--- src/rtl/core/ifmt_pkg.sv ---
// ----------------------------------------------------------------------------
// ifmt_pkg
// Shared types, codes and character helpers for the integer to ASCII
// formatter.
// ----------------------------------------------------------------------------
`default_nettype none

package ifmt_pkg;

  localparam int unsigned ReqTypeW = 3;
  localparam int unsigned ValueW   = 64;
  localparam int unsigned CharW    = 8;
  localparam int unsigned DecBits  = 32;
  localparam int unsigned DecDigits = 10;
  localparam int unsigned HexDigits = 16;
  localparam int unsigned CntW     = 5;
  localparam int unsigned TxtW     = 3;

  // request types
  localparam logic [ReqTypeW-1:0] REQ_SDEC = 3'd0;
  localparam logic [ReqTypeW-1:0] REQ_UDEC = 3'd1;
  localparam logic [ReqTypeW-1:0] REQ_HEXL = 3'd2;
  localparam logic [ReqTypeW-1:0] REQ_HEXU = 3'd3;
  localparam logic [ReqTypeW-1:0] REQ_PTR  = 3'd4;

  // fixed text: "0x", "(nil)", "-"
  localparam logic [TxtW-1:0] TXT_ZERO     = 3'd0;
  localparam logic [TxtW-1:0] TXT_X        = 3'd1;
  localparam logic [TxtW-1:0] TXT_NIL_OPEN = 3'd2;
  localparam logic [TxtW-1:0] TXT_NIL_N    = 3'd3;
  localparam logic [TxtW-1:0] TXT_NIL_I    = 3'd4;
  localparam logic [TxtW-1:0] TXT_NIL_L    = 3'd5;
  localparam logic [TxtW-1:0] TXT_NIL_CLS  = 3'd6;
  localparam logic [TxtW-1:0] TXT_MINUS    = 3'd7;

  localparam logic [CharW-1:0] CH_ZERO  = 8'h30;
  localparam logic [CharW-1:0] CH_LA    = 8'h61;
  localparam logic [CharW-1:0] CH_UA    = 8'h41;

  typedef enum logic {
    EMIT_TEXT,
    EMIT_DIGIT
  } emit_sel_e;

  typedef struct packed {
    logic            load;
    logic            dabble;
    logic            shift;
    logic            emit;
    emit_sel_e       emit_sel;
    logic [TxtW-1:0] txt_idx;
    logic            emit_last;
  } ifmt_cmd_t;

  typedef struct packed {
    logic            out_free;
    logic            top_zero;
    logic            one_left;
    logic            neg;
    logic            is_ptr;
  } ifmt_sts_t;

  function automatic logic [CharW-1:0] text_char(logic [TxtW-1:0] idx);
    logic [CharW-1:0] c;
    unique case (idx)
      TXT_ZERO:     c = 8'h30;
      TXT_X:        c = 8'h78;
      TXT_NIL_OPEN: c = 8'h28;
      TXT_NIL_N:    c = 8'h6E;
      TXT_NIL_I:    c = 8'h69;
      TXT_NIL_L:    c = 8'h6C;
      TXT_NIL_CLS:  c = 8'h29;
      TXT_MINUS:    c = 8'h2D;
      default:      c = 8'h30;
    endcase
    return c;
  endfunction

  function automatic logic [CharW-1:0] digit_char(logic [3:0] d, logic upper);
    logic [CharW-1:0] c;
    if (d < 4'd10) begin
      c = CH_ZERO + {4'd0, d};
    end else if (upper) begin
      c = CH_UA + {4'd0, d} - 8'd10;
    end else begin
      c = CH_LA + {4'd0, d} - 8'd10;
    end
    return c;
  endfunction

endpackage

`default_nettype wire

--- src/rtl/core/integer_to_ascii_formatter_unit.sv ---
// ----------------------------------------------------------------------------
// integer_to_ascii_formatter_unit
// Formats one integer request as a stream of ASCII characters.
// ----------------------------------------------------------------------------
// One request at a time. Decimal modes first run a bit-serial BCD conversion
// of the low 32 bits, hex and pointer modes none; then up to 9 (decimal) or 15
// (hex) leading zero digits are dropped one nibble per cycle, the prefix is
// picked, and characters leave one per cycle through a registered output
// while the output is not stalled.
// Undefined request types are accepted and produce no characters.
`default_nettype none

module integer_to_ascii_formatter_unit (
  input  wire logic                          clk_i,
  input  wire logic                          rst_ni,
  input  wire logic                          s_axis_tvalid,
  output      logic                          s_axis_tready,
  input  wire logic [ifmt_pkg::ValueW-1:0]   s_axis_tdata,   // [63:0] value
  input  wire logic [ifmt_pkg::ReqTypeW-1:0] s_axis_tuser,   // [2:0] req_type
  output      logic                          m_axis_tvalid,
  input  wire logic                          m_axis_tready,
  output      logic [ifmt_pkg::CharW-1:0]    m_axis_tdata,   // [7:0] char_code
  output      logic                          m_axis_tlast    // last_char
);
  import ifmt_pkg::*;

  ifmt_cmd_t cmd;
  ifmt_sts_t sts;
  logic      value_zero;

  assign value_zero = (s_axis_tdata == '0);

  ifmt_ctrl u_ctrl (
    .clk_i        (clk_i),
    .rst_ni       (rst_ni),
    .in_valid_i   (s_axis_tvalid),
    .in_ready_o   (s_axis_tready),
    .req_type_i   (s_axis_tuser),
    .value_zero_i (value_zero),
    .sts_i        (sts),
    .cmd_o        (cmd)
  );

  ifmt_datapath u_datapath (
    .clk_i       (clk_i),
    .rst_ni      (rst_ni),
    .req_type_i  (s_axis_tuser),
    .value_i     (s_axis_tdata),
    .cmd_i       (cmd),
    .sts_o       (sts),
    .out_ready_i (m_axis_tready),
    .out_valid_o (m_axis_tvalid),
    .out_char_o  (m_axis_tdata),
    .out_last_o  (m_axis_tlast)
  );

endmodule

`default_nettype wire

--- src/rtl/core/ifmt_datapath.sv ---
// ----------------------------------------------------------------------------
// ifmt_datapath
// Digit register with double-dabble conversion, leading-zero shift,
// character selection and output register.
// ----------------------------------------------------------------------------
`default_nettype none

module ifmt_datapath (
  input  wire logic                          clk_i,
  input  wire logic                          rst_ni,
  input  wire logic [ifmt_pkg::ReqTypeW-1:0] req_type_i,
  input  wire logic [ifmt_pkg::ValueW-1:0]   value_i,
  input  wire ifmt_pkg::ifmt_cmd_t           cmd_i,
  output      ifmt_pkg::ifmt_sts_t           sts_o,
  input  wire logic                          out_ready_i,
  output      logic                          out_valid_o,
  output      logic [ifmt_pkg::CharW-1:0]    out_char_o,
  output      logic                          out_last_o
);
  import ifmt_pkg::*;

  localparam int unsigned BcdW = 4 * DecDigits;

  logic [ValueW-1:0]  dig_q, dig_d;
  logic [DecBits-1:0] bin_q, bin_d;
  logic [CntW-1:0]    cnt_q, cnt_d;
  logic               neg_q, neg_d;
  logic               ptr_q, ptr_d;
  logic               upper_q, upper_d;
  logic               out_valid_q, out_valid_d;
  logic [CharW-1:0]   out_char_q, out_char_d;
  logic               out_last_q, out_last_d;

  logic [DecBits-1:0] lo;
  logic [BcdW-1:0]    bcd_adj;
  logic               out_free;

  assign lo       = value_i[DecBits-1:0];
  assign out_free = !out_valid_q || out_ready_i;

  always_comb begin
    for (int i = 0; i < DecDigits; i++) begin
      if (dig_q[ValueW-BcdW+4*i +: 4] >= 4'd5) begin
        bcd_adj[4*i +: 4] = dig_q[ValueW-BcdW+4*i +: 4] + 4'd3;
      end else begin
        bcd_adj[4*i +: 4] = dig_q[ValueW-BcdW+4*i +: 4];
      end
    end
  end

  always_comb begin
    dig_d   = dig_q;
    bin_d   = bin_q;
    cnt_d   = cnt_q;
    neg_d   = neg_q;
    ptr_d   = ptr_q;
    upper_d = upper_q;
    if (cmd_i.load) begin
      neg_d   = (req_type_i == REQ_SDEC) && lo[DecBits-1];
      ptr_d   = (req_type_i == REQ_PTR);
      upper_d = (req_type_i == REQ_HEXU);
      if ((req_type_i == REQ_SDEC) || (req_type_i == REQ_UDEC)) begin
        dig_d = '0;
        cnt_d = CntW'(DecDigits);
        if ((req_type_i == REQ_SDEC) && lo[DecBits-1]) begin
          bin_d = DecBits'(0) - lo;
        end else begin
          bin_d = lo;
        end
      end else begin
        dig_d = value_i;
        cnt_d = CntW'(HexDigits);
      end
    end else if (cmd_i.dabble) begin
      dig_d = {bcd_adj[BcdW-2:0], bin_q[DecBits-1], {(ValueW-BcdW){1'b0}}};
      bin_d = {bin_q[DecBits-2:0], 1'b0};
    end else if (cmd_i.shift) begin
      dig_d = {dig_q[ValueW-5:0], 4'd0};
      cnt_d = cnt_q - CntW'(1);
    end
  end

  always_comb begin
    out_valid_d = out_valid_q;
    out_char_d  = out_char_q;
    out_last_d  = out_last_q;
    if (cmd_i.emit) begin
      out_valid_d = 1'b1;
      out_last_d  = cmd_i.emit_last;
      unique case (cmd_i.emit_sel)
        EMIT_TEXT:  out_char_d = text_char(cmd_i.txt_idx);
        EMIT_DIGIT: out_char_d = digit_char(dig_q[ValueW-1 -: 4], upper_q);
        default:    out_char_d = text_char(cmd_i.txt_idx);
      endcase
    end else if (out_ready_i) begin
      out_valid_d = 1'b0;
    end
  end

  always_ff @(posedge clk_i or negedge rst_ni) begin
    if (!rst_ni) begin
      out_valid_q <= 1'b0;
    end else begin
      out_valid_q <= out_valid_d;
    end
  end

  always_ff @(posedge clk_i) begin
    dig_q      <= dig_d;
    bin_q      <= bin_d;
    cnt_q      <= cnt_d;
    neg_q      <= neg_d;
    ptr_q      <= ptr_d;
    upper_q    <= upper_d;
    out_char_q <= out_char_d;
    out_last_q <= out_last_d;
  end

  assign sts_o.out_free = out_free;
  assign sts_o.top_zero = (dig_q[ValueW-1 -: 4] == 4'd0);
  assign sts_o.one_left = (cnt_q == CntW'(1));
  assign sts_o.neg      = neg_q;
  assign sts_o.is_ptr   = ptr_q;

  assign out_valid_o = out_valid_q;
  assign out_char_o  = out_char_q;
  assign out_last_o  = out_last_q;

endmodule

`default_nettype wire

--- src/rtl/core/ifmt_ctrl.sv ---
// ----------------------------------------------------------------------------
// ifmt_ctrl
// Sequencer: accepts a request, runs the conversion, drops leading zeros,
// then steps through prefix text and digits.
// ----------------------------------------------------------------------------
`default_nettype none

module ifmt_ctrl (
  input  wire logic                          clk_i,
  input  wire logic                          rst_ni,
  input  wire logic                          in_valid_i,
  output      logic                          in_ready_o,
  input  wire logic [ifmt_pkg::ReqTypeW-1:0] req_type_i,
  input  wire logic                          value_zero_i,
  input  wire ifmt_pkg::ifmt_sts_t           sts_i,
  output      ifmt_pkg::ifmt_cmd_t           cmd_o
);
  import ifmt_pkg::*;

  localparam logic [2:0] S_IDLE = 3'd0;
  localparam logic [2:0] S_CONV = 3'd1;
  localparam logic [2:0] S_SKIP = 3'd2;
  localparam logic [2:0] S_PFX  = 3'd3;
  localparam logic [2:0] S_DIG  = 3'd4;

  logic [2:0]      state_q, state_d;
  logic [CntW-1:0] step_q, step_d;
  logic [TxtW-1:0] txt_q, txt_d;

  always_comb begin
    state_d       = state_q;
    step_d        = step_q;
    txt_d         = txt_q;
    in_ready_o    = 1'b0;
    cmd_o         = '0;
    cmd_o.emit_sel = EMIT_TEXT;
    cmd_o.txt_idx = txt_q;
    unique case (state_q)
      S_IDLE: begin
        in_ready_o = 1'b1;
        if (in_valid_i) begin
          cmd_o.load = 1'b1;
          step_d     = '0;
          priority if ((req_type_i == REQ_SDEC) || (req_type_i == REQ_UDEC)) begin
            state_d = S_CONV;
          end else if ((req_type_i == REQ_HEXL) || (req_type_i == REQ_HEXU)) begin
            state_d = S_SKIP;
          end else if (req_type_i == REQ_PTR) begin
            if (value_zero_i) begin
              state_d = S_PFX;
              txt_d   = TXT_NIL_OPEN;
            end else begin
              state_d = S_SKIP;
            end
          end else begin
            state_d = S_IDLE;
          end
        end
      end
      S_CONV: begin
        cmd_o.dabble = 1'b1;
        step_d       = step_q + CntW'(1);
        if (step_q == CntW'(DecBits - 1)) begin
          state_d = S_SKIP;
        end
      end
      S_SKIP: begin
        if (sts_i.top_zero && !sts_i.one_left) begin
          cmd_o.shift = 1'b1;
        end else if (sts_i.neg) begin
          state_d = S_PFX;
          txt_d   = TXT_MINUS;
        end else if (sts_i.is_ptr) begin
          state_d = S_PFX;
          txt_d   = TXT_ZERO;
        end else begin
          state_d = S_DIG;
        end
      end
      S_PFX: begin
        if (sts_i.out_free) begin
          cmd_o.emit      = 1'b1;
          cmd_o.emit_last = (txt_q == TXT_NIL_CLS);
          priority if ((txt_q == TXT_MINUS) || (txt_q == TXT_X)) begin
            state_d = S_DIG;
          end else if (txt_q == TXT_NIL_CLS) begin
            state_d = S_IDLE;
          end else begin
            txt_d = txt_q + TxtW'(1);
          end
        end
      end
      S_DIG: begin
        if (sts_i.out_free) begin
          cmd_o.emit      = 1'b1;
          cmd_o.emit_sel  = EMIT_DIGIT;
          cmd_o.shift     = 1'b1;
          cmd_o.emit_last = sts_i.one_left;
          if (sts_i.one_left) begin
            state_d = S_IDLE;
          end
        end
      end
      default: begin
        state_d = S_IDLE;
      end
    endcase
  end

  always_ff @(posedge clk_i or negedge rst_ni) begin
    if (!rst_ni) begin
      state_q <= S_IDLE;
    end else begin
      state_q <= state_d;
    end
  end

  always_ff @(posedge clk_i) begin
    step_q <= step_d;
    txt_q  <= txt_d;
  end

endmodule

`default_nettype wire
--- config.mk ---
export PLATFORM = sky130hd
export DESIGN_NAME = integer_to_ascii_formatter_unit
export DESIGN_NICKNAME = d
export VERILOG_FILES = /design/src/rtl/core/ifmt_pkg.sv /design/src/rtl/core/integer_to_ascii_formatter_unit.sv /design/src/rtl/core/ifmt_datapath.sv /design/src/rtl/core/ifmt_ctrl.sv
export SDC_FILE = /design/constraint.sdc
export NUM_CORES = 1
export LEC_CHECK = 0
export BUFFER_PORTS_ARGS = -buffer_cell sky130_fd_sc_hd__buf_2
export CAP_MARGIN = 0
export CORE_MARGIN = 2
export CORE_UTILIZATION = 47
export DETAILED_ROUTE_END_ITERATION = 6
export MAX_ROUTING_LAYER = met4
export PLACE_DENSITY = 0.66
export SYNTH_ARGS = -nofsm -noshare
export SYNTH_HDL_FRONTEND = slang
export SYNTH_SLANG_ARGS = --single-unit
--- constraint.sdc ---
create_clock -name clk_i -period 4.1 [get_ports clk_i]
set_clock_uncertainty 0.15 [all_clocks]
set_input_delay 1.025 -clock clk_i [delete_from_list [all_inputs] [get_ports clk_i]]
set_output_delay 1.025 -clock clk_i [all_outputs]
set_load 0.03 [all_outputs]
==> Yosys cells after proc, flatten, opt, wreduce, memory -nomap -nowiden <==
Memories as Yosys holds them, arrays and structs flattened. A register that Yosys moved wholly into a read port is not among the register bits.
Index checks and enable logic that the tools add are counted.
{ "totals": {"ff_bits": 125, "latch_bits": 0, "ramBits": 0, "rom_bits": 48, "output_inout_bits": 11, "memories": 1} }
{ "op_classes": {"n_addsub": 19, "multipliers": 0, "div_mod_pow": 0, "n_lt_le_gt_ge": 11, "n_eq_ne": 29, "n_shift": 0, "muxes": 70, "n_bitwise": 1, "reduce_logical": 23} }
{ "memory_table": {"columns": ["name", "words", "width", "rd", "rd_clocked_by_memory_dff", "write_ports", "line_no", "rtl"], "rows": [
  ["(no name shown)", 8, 6, 1, 1, 0, "ifmt_pkg.sv:65", "unique case (idx)"]
]} }
{ "op_table": {"columns": ["op", "count"], "rows": [
  ["2-to-1 mux 64 bit", 4],
  ["2-to-1 mux 32 bit", 4],
  ["2-to-1 mux 3 bit", 27],
  ["zero test 64 bit", 1],
  [">= comparator 4 x 3 -> 1 bit (second input constant)", 10],
  ["adder 4 x 2 -> 4 bit (second input constant)", 9],
  ["2-to-1 mux 4 bit", 9],
  ["subtractor 1 x 32 -> 32 bit (first input constant)", 1],
  ["2-to-1 mux 5 bit", 5],
  ["adder 7 x 4 -> 8 bit (first input constant)", 2],
  ["2-to-1 mux 8 bit", 2],
  ["!= test 2 x 1 -> 1 bit (second input constant)", 8],
  ["one-hot mux 8 bit (2 select lines)", 1],
  ["subtractor 8 x 4 -> 8 bit (second input constant)", 2],
  ["one-hot mux 3 bit (5 select lines)", 1],
  ["equality test 3 x 2 -> 1 bit (second input constant)", 4],
  ["equality test 3 bit (second input constant)", 4],
  ["2-to-1 mux 1 bit", 12],
  ["!= test 2 bit (second input constant)", 6],
  ["AND reduction 11 bit", 1],
  ["one-hot mux 5 bit (2 select lines)", 1],
  ["equality test 3 x 1 -> 1 bit (second input constant)", 3],
  ["one-hot mux 3 bit (3 select lines)", 1],
  ["nonzero test 2 bit", 4],
  ["19 further kinds", 31]
]} }

==> Depth between registers and ports, before layout <==
{ "depth": {"depth_word": 8, "ltp_mapped": 8, "mapped_depth_nobuf": 8} }

==> By module <==
Synthesis repeated with hierarchy kept, for this count alone.
{ "unflattened": {"hier_cells": 799, "area_unflattened_um2": 7952.6} }
{ "modules_own_cells": {"columns": ["module", "n_inst", "cells_per_inst", "area_each_um2", "seq_area_each_um2"], "rows": [
  ["ifmt_datapath", 1, 682, 6932.9, 3388.2],
  ["ifmt_ctrl", 1, 96, 875.8, 315.3],
  ["integer_to_ascii_formatter_unit", 1, 21, 143.9, 0.0]
]} }

==> Worst setup path after synthesis <==
Ideal clock, no wire load.
{ "synth_timing": {"kind": "input port to flip-flop", "startpoint": "input m_axis_tready", "endpoint": "register u_datapath.dig_q[0], enable pin", "setup_ns": 0.695, "arrival_ns": 3.042, "path_slack_ns": 0.213, "path_stages": 4, "path_cell_list": "nand2b_1 -> and2_1 -> or3_1 -> nand2b_1"} }
{ "synth_via": {"elab_chain_len": 4} }
{ "synth_rtl": {"columns": ["element", "line_no", "rtl"], "rows": [
  ["from (decl)", "integer_to_ascii_formatter_unit.sv:21", "input wire logic m_axis_tready,"],
  ["logical OR 1 bit", "ifmt_datapath.sv:39", "assign out_free = !out_valid_q || out_ready_i;"],
  ["2-to-1 mux 3 bit", "ifmt_ctrl.sv:94", "if (sts_i.out_free) begin"],
  ["one-hot mux 1 bit (2 select lines)", "ifmt_ctrl.sv:38", "unique case (state_q)"],
  ["nonzero test 3 bit (no source line)", null, null],
  ["to (signal assigned)", "ifmt_datapath.sv:109", "dig_q <= dig_d;"],
  ["to (decl)", "ifmt_datapath.sv:24", "logic [ValueW-1:0] dig_q, dig_d;"]
]} }
Every way passes these cells.
A chain may end at the register's enable or synchronous reset.

==> metrics.md <==
| Metric | Value |
|---|---|
| Setup TNS | `0 ns` |
| Top post-synthesis cells by count | `edfxtp_1, o21ai_0, nand2_1, a21oi_1, nor2_1` |
| Synth top area cells | `edfxtp_1, o21ai_0, ha_1, a21oi_1, xnor2_1` |
| Diode count | `0` |
| Slew HR | `45.54%` |
| Max cap viols | `0` |
| Die ar. | `17110 sq um` |
| Mapped Cells | `731` |
| Worst slew pin tran | `0.8150 ns` |
| Hold Crit Class | `in2async` |
| Pleak | `3.334 nW` |
| Wire length per cell | `17.36 um` |
| Die Height | `130.8 um` |
| Post-CTS Hold Buffers | `0` |
| Initial antenna violation count | `0` |
| Remaining antenna violation count | `0` |
| Slew Limit Fails | `0` |
| CP Data Required Time | `4.02 ns` |
| TritonCTS Sinks | `130` |
| DRC | `0` |
| First DRT Iteration DRCs | `460` |
| Sw Share | `39.69%` |
| Gp weighted congestion | `0.9135` |
| Routed wire length | `18020 um` |
| Setup ws final | `0.9593 ns` |
| Post-CTS resize count | `0` |
| Fmax | `318.4 MHz` |
| Leading cell type by number of instances after synthesis | `edfxtp_1` |
| Sequential area share after synthesis | `50.60%` |
| CTS tree | `built` |
| Clock power frac | `19.1%` |
| Pwr per Cell Area | `840.3 nW/um^2` |
| Pint | `4.431 mW` |
| Synth top area share | `47.69%` |
| Core ar. | `15770 sq um` |
| Min cycle time layout | `3.141 ns` |
| Final-report setup violation count | `0` |
| Number of global-route vias before repair | `5925` |
| Period utilization | `76.60%` |
| Max layer used | `met4` |
| Clock root cell | `clkbuf_16` |
| Post-Syn Nets | `831` |
| Clock Pin Slew Worst Setup and Hold Paths | `0.06 ns` |
| Num rows | `46` |
| Status | `completed` |
| Placed standard-cell area | `8200 sq um` |
| Critical Path AT | `3.06 ns` |
| CP Capture Type | `register` |
| CTS Buf Count | `17` |
| Main synth FF type | `edfxtp_1` |
| First-pass detailed-route iteration total | `5` |
| Global Route Usage Sum | `22.71%` |
| Global route overflow | `0` |
| CP Launch Type | `register` |
| H-tree Lvls | `4` |
| WL met2 | `8676 um` |
| Critical path class | `reg2reg` |
| Post-CTS Setup Bufs | `0` |
| Die outline width | `130.8 um` |
| Initial Utilization | `47.91%` |
| Synthesized area | `7556 sq um` |
| Area added between synthesis and finish | `15.71%` |
| Max VDD drop | `396.2 uV` |
| DP HPWL | `12510 um` |
| Mean number of vias per cell | `5.788` |
| Clock buffer depth | `2` |
| Avg Inst Size Synth | `10.34 sq um` |
| Metal3 WL | `976 um` |
| Final net count | `909` |
| R2r worst-path depth | `6` |
| Final Core Density | `55.44%` |
| Sequential Power Share | `40.1%` |
| Switch Pwr | `2.916 mW` |
| Port bufs | `80` |
| Post-synth ARST share | `3.077%` |
| Share of layout cells above drive strength 1 | `17.03%` |
| RSZ-0062 raised after global routing | `false` |
| Post-layout instance area | `8743 sq um` |
| CP max FO | `40` |
| EDFF count, synth | `120` |
| Post-synth cell types | `62` |
| Logic gate share of total power | `40.8%` |
| Yosys Warn Count | `0` |
| # IOs | `82` |
| Synth area leader | `edfxtp_1` |
| Largest net degree at the start of global routing | `67` |
| Pre-CTS setup slack | `0.6718 ns` |
| Met1 WL | `7935 um` |
| Total number of vias | `6008` |
| Worst-skew pair later-pin latency | `0.43 ns` |
| Final hold violations | `0` |
| #FFs+latches synth | `130` |
| First-pass GRT wire length | `28910 um` |
cell usage in the layout, fill, tap and decap left out, drive strengths merged, types with 6 or more instances in the layout:
| cell | synthesis | layout |
|---|---|---|
| a21oi | 59 | 59 |
| a22o | 20 | 20 |
| a22oi | 31 | 31 |
| buf | 3 | 91 |
| clkbuf | 29 | 17 |
| clkinv | 1 | 10 |
| dfxtp | 6 | 6 |
| edfxtp | 120 | 120 |
| ha | 29 | 29 |
| inv | 31 | 32 |
| mux2i | 6 | 6 |
| nand2 | 68 | 68 |
| nand2b | 14 | 14 |
| nand4 | 7 | 7 |
| nor2 | 57 | 57 |
| nor3 | 15 | 15 |
| nor3b | 19 | 19 |
| nor4 | 13 | 13 |
| o21ai | 86 | 86 |
| o221ai | 8 | 8 |
| o31ai | 9 | 9 |
| xnor2 | 33 | 33 |
| xor2 | 13 | 13 |
final timing paths:
kind	startpoint	to	slack [ns]
min in group clk_i	register	u_datapath.out_char_o[1]	0.36
max in group asynchronous	rst_ni	u_datapath.out_valid_o	3.44
worst max register to register	u_ctrl.state_q[0]	u_datapath.dig_q[11]	0.96
worst min register to register	register	u_datapath.out_char_o[1]	0.36
worst min-delay path	rst_ni	u_ctrl.state_q[0]	0.24
worst max-delay path	u_ctrl.state_q[0]	u_datapath.dig_q[11]	0.96
state kept, by name (all words and copies together), names as in the netlist, named ones only:
name,flops
u_datapath.neg_q,1
u_datapath.upper_q,1
u_datapath.dig_q,64
u_datapath.bin_q,32
u_datapath.out_last_o,1
u_datapath.cnt_q,5
u_datapath.out_char_o,7
u_datapath.out_valid_o,1
u_ctrl.state_q,3
u_ctrl.txt_q,3
u_datapath.ptr_q,1
u_ctrl.step_q,5
final cells by class:
class                           count  area [sq um]
Multi-Input combinational cell    537          3491
Sequential cell                   130          3824
Tap cell                          216         270.3
Timing Repair Buffer               91         495.5
Inverter                           32         120.1
Clock buffer                       17         425.4
Clock inverter                     15         117.6
Fill cell                        1430          7027
metal layers:
metal  vias up  GRT usage [%]
li1       2891              -
met1      2861          28.82
met2       220          35.66
met3        36          4.357
met4         0          10.01
met5         -              -
worst max-delay path, stage by stage (launching register included):
cell	delay, ns
dfrtp_1	0.64
nor3_2	0.51
nand2_2	0.16
inv_2	0.25
or3_1	0.37
nand2b_2	0.20
buf_4	0.45
per-stage QoR:
| step | power, mW | hold slack [ns] | instances |
|---|---|---|---|
| after floorplan | 5.099 | 0.3283 | 731 |
| after global placement | 5.788 | 0.3445 | 1006 |
| after detailed placement | 5.923 | 0.3434 | 1006 |
| after CTS | 7.362 | 0.2203 | 1038 |
| after global routing | 7.888 | 0.2246 | 1038 |
| final | 7.347 | 0.2356 | 1038 |
kinds of logic (layout without fill, tap and decap cells):
family                     Yosys count  count (layout)  synth area share (%)
other                                1               1               0.04963
muxes                                7               7                0.9935
buffers and inverters               64             155                 3.461
adders and majority gates           29              29                 4.802
AOI/OAI and AO/OA                  233             233                 18.98
xor gates and xnor gates            46              46                 5.332
and+or+nand+nor                    221             221                 15.78
DFF                                130             130                 50.60
power by group through the flow:
stage / clock [mW] / sequential, mW / combinational (mW)
after floorplan: 0 / 2.84 / 2.26
after global placement: 0 / 2.92 / 2.87
after detailed placement: 0 / 2.95 / 2.97
after CTS: 1.44 / 2.93 / 2.99
after global routing: 1.49 / 3.02 / 3.38
final: 1.41 / 2.94 / 3.00
Power figures use the tool's default switching activity.
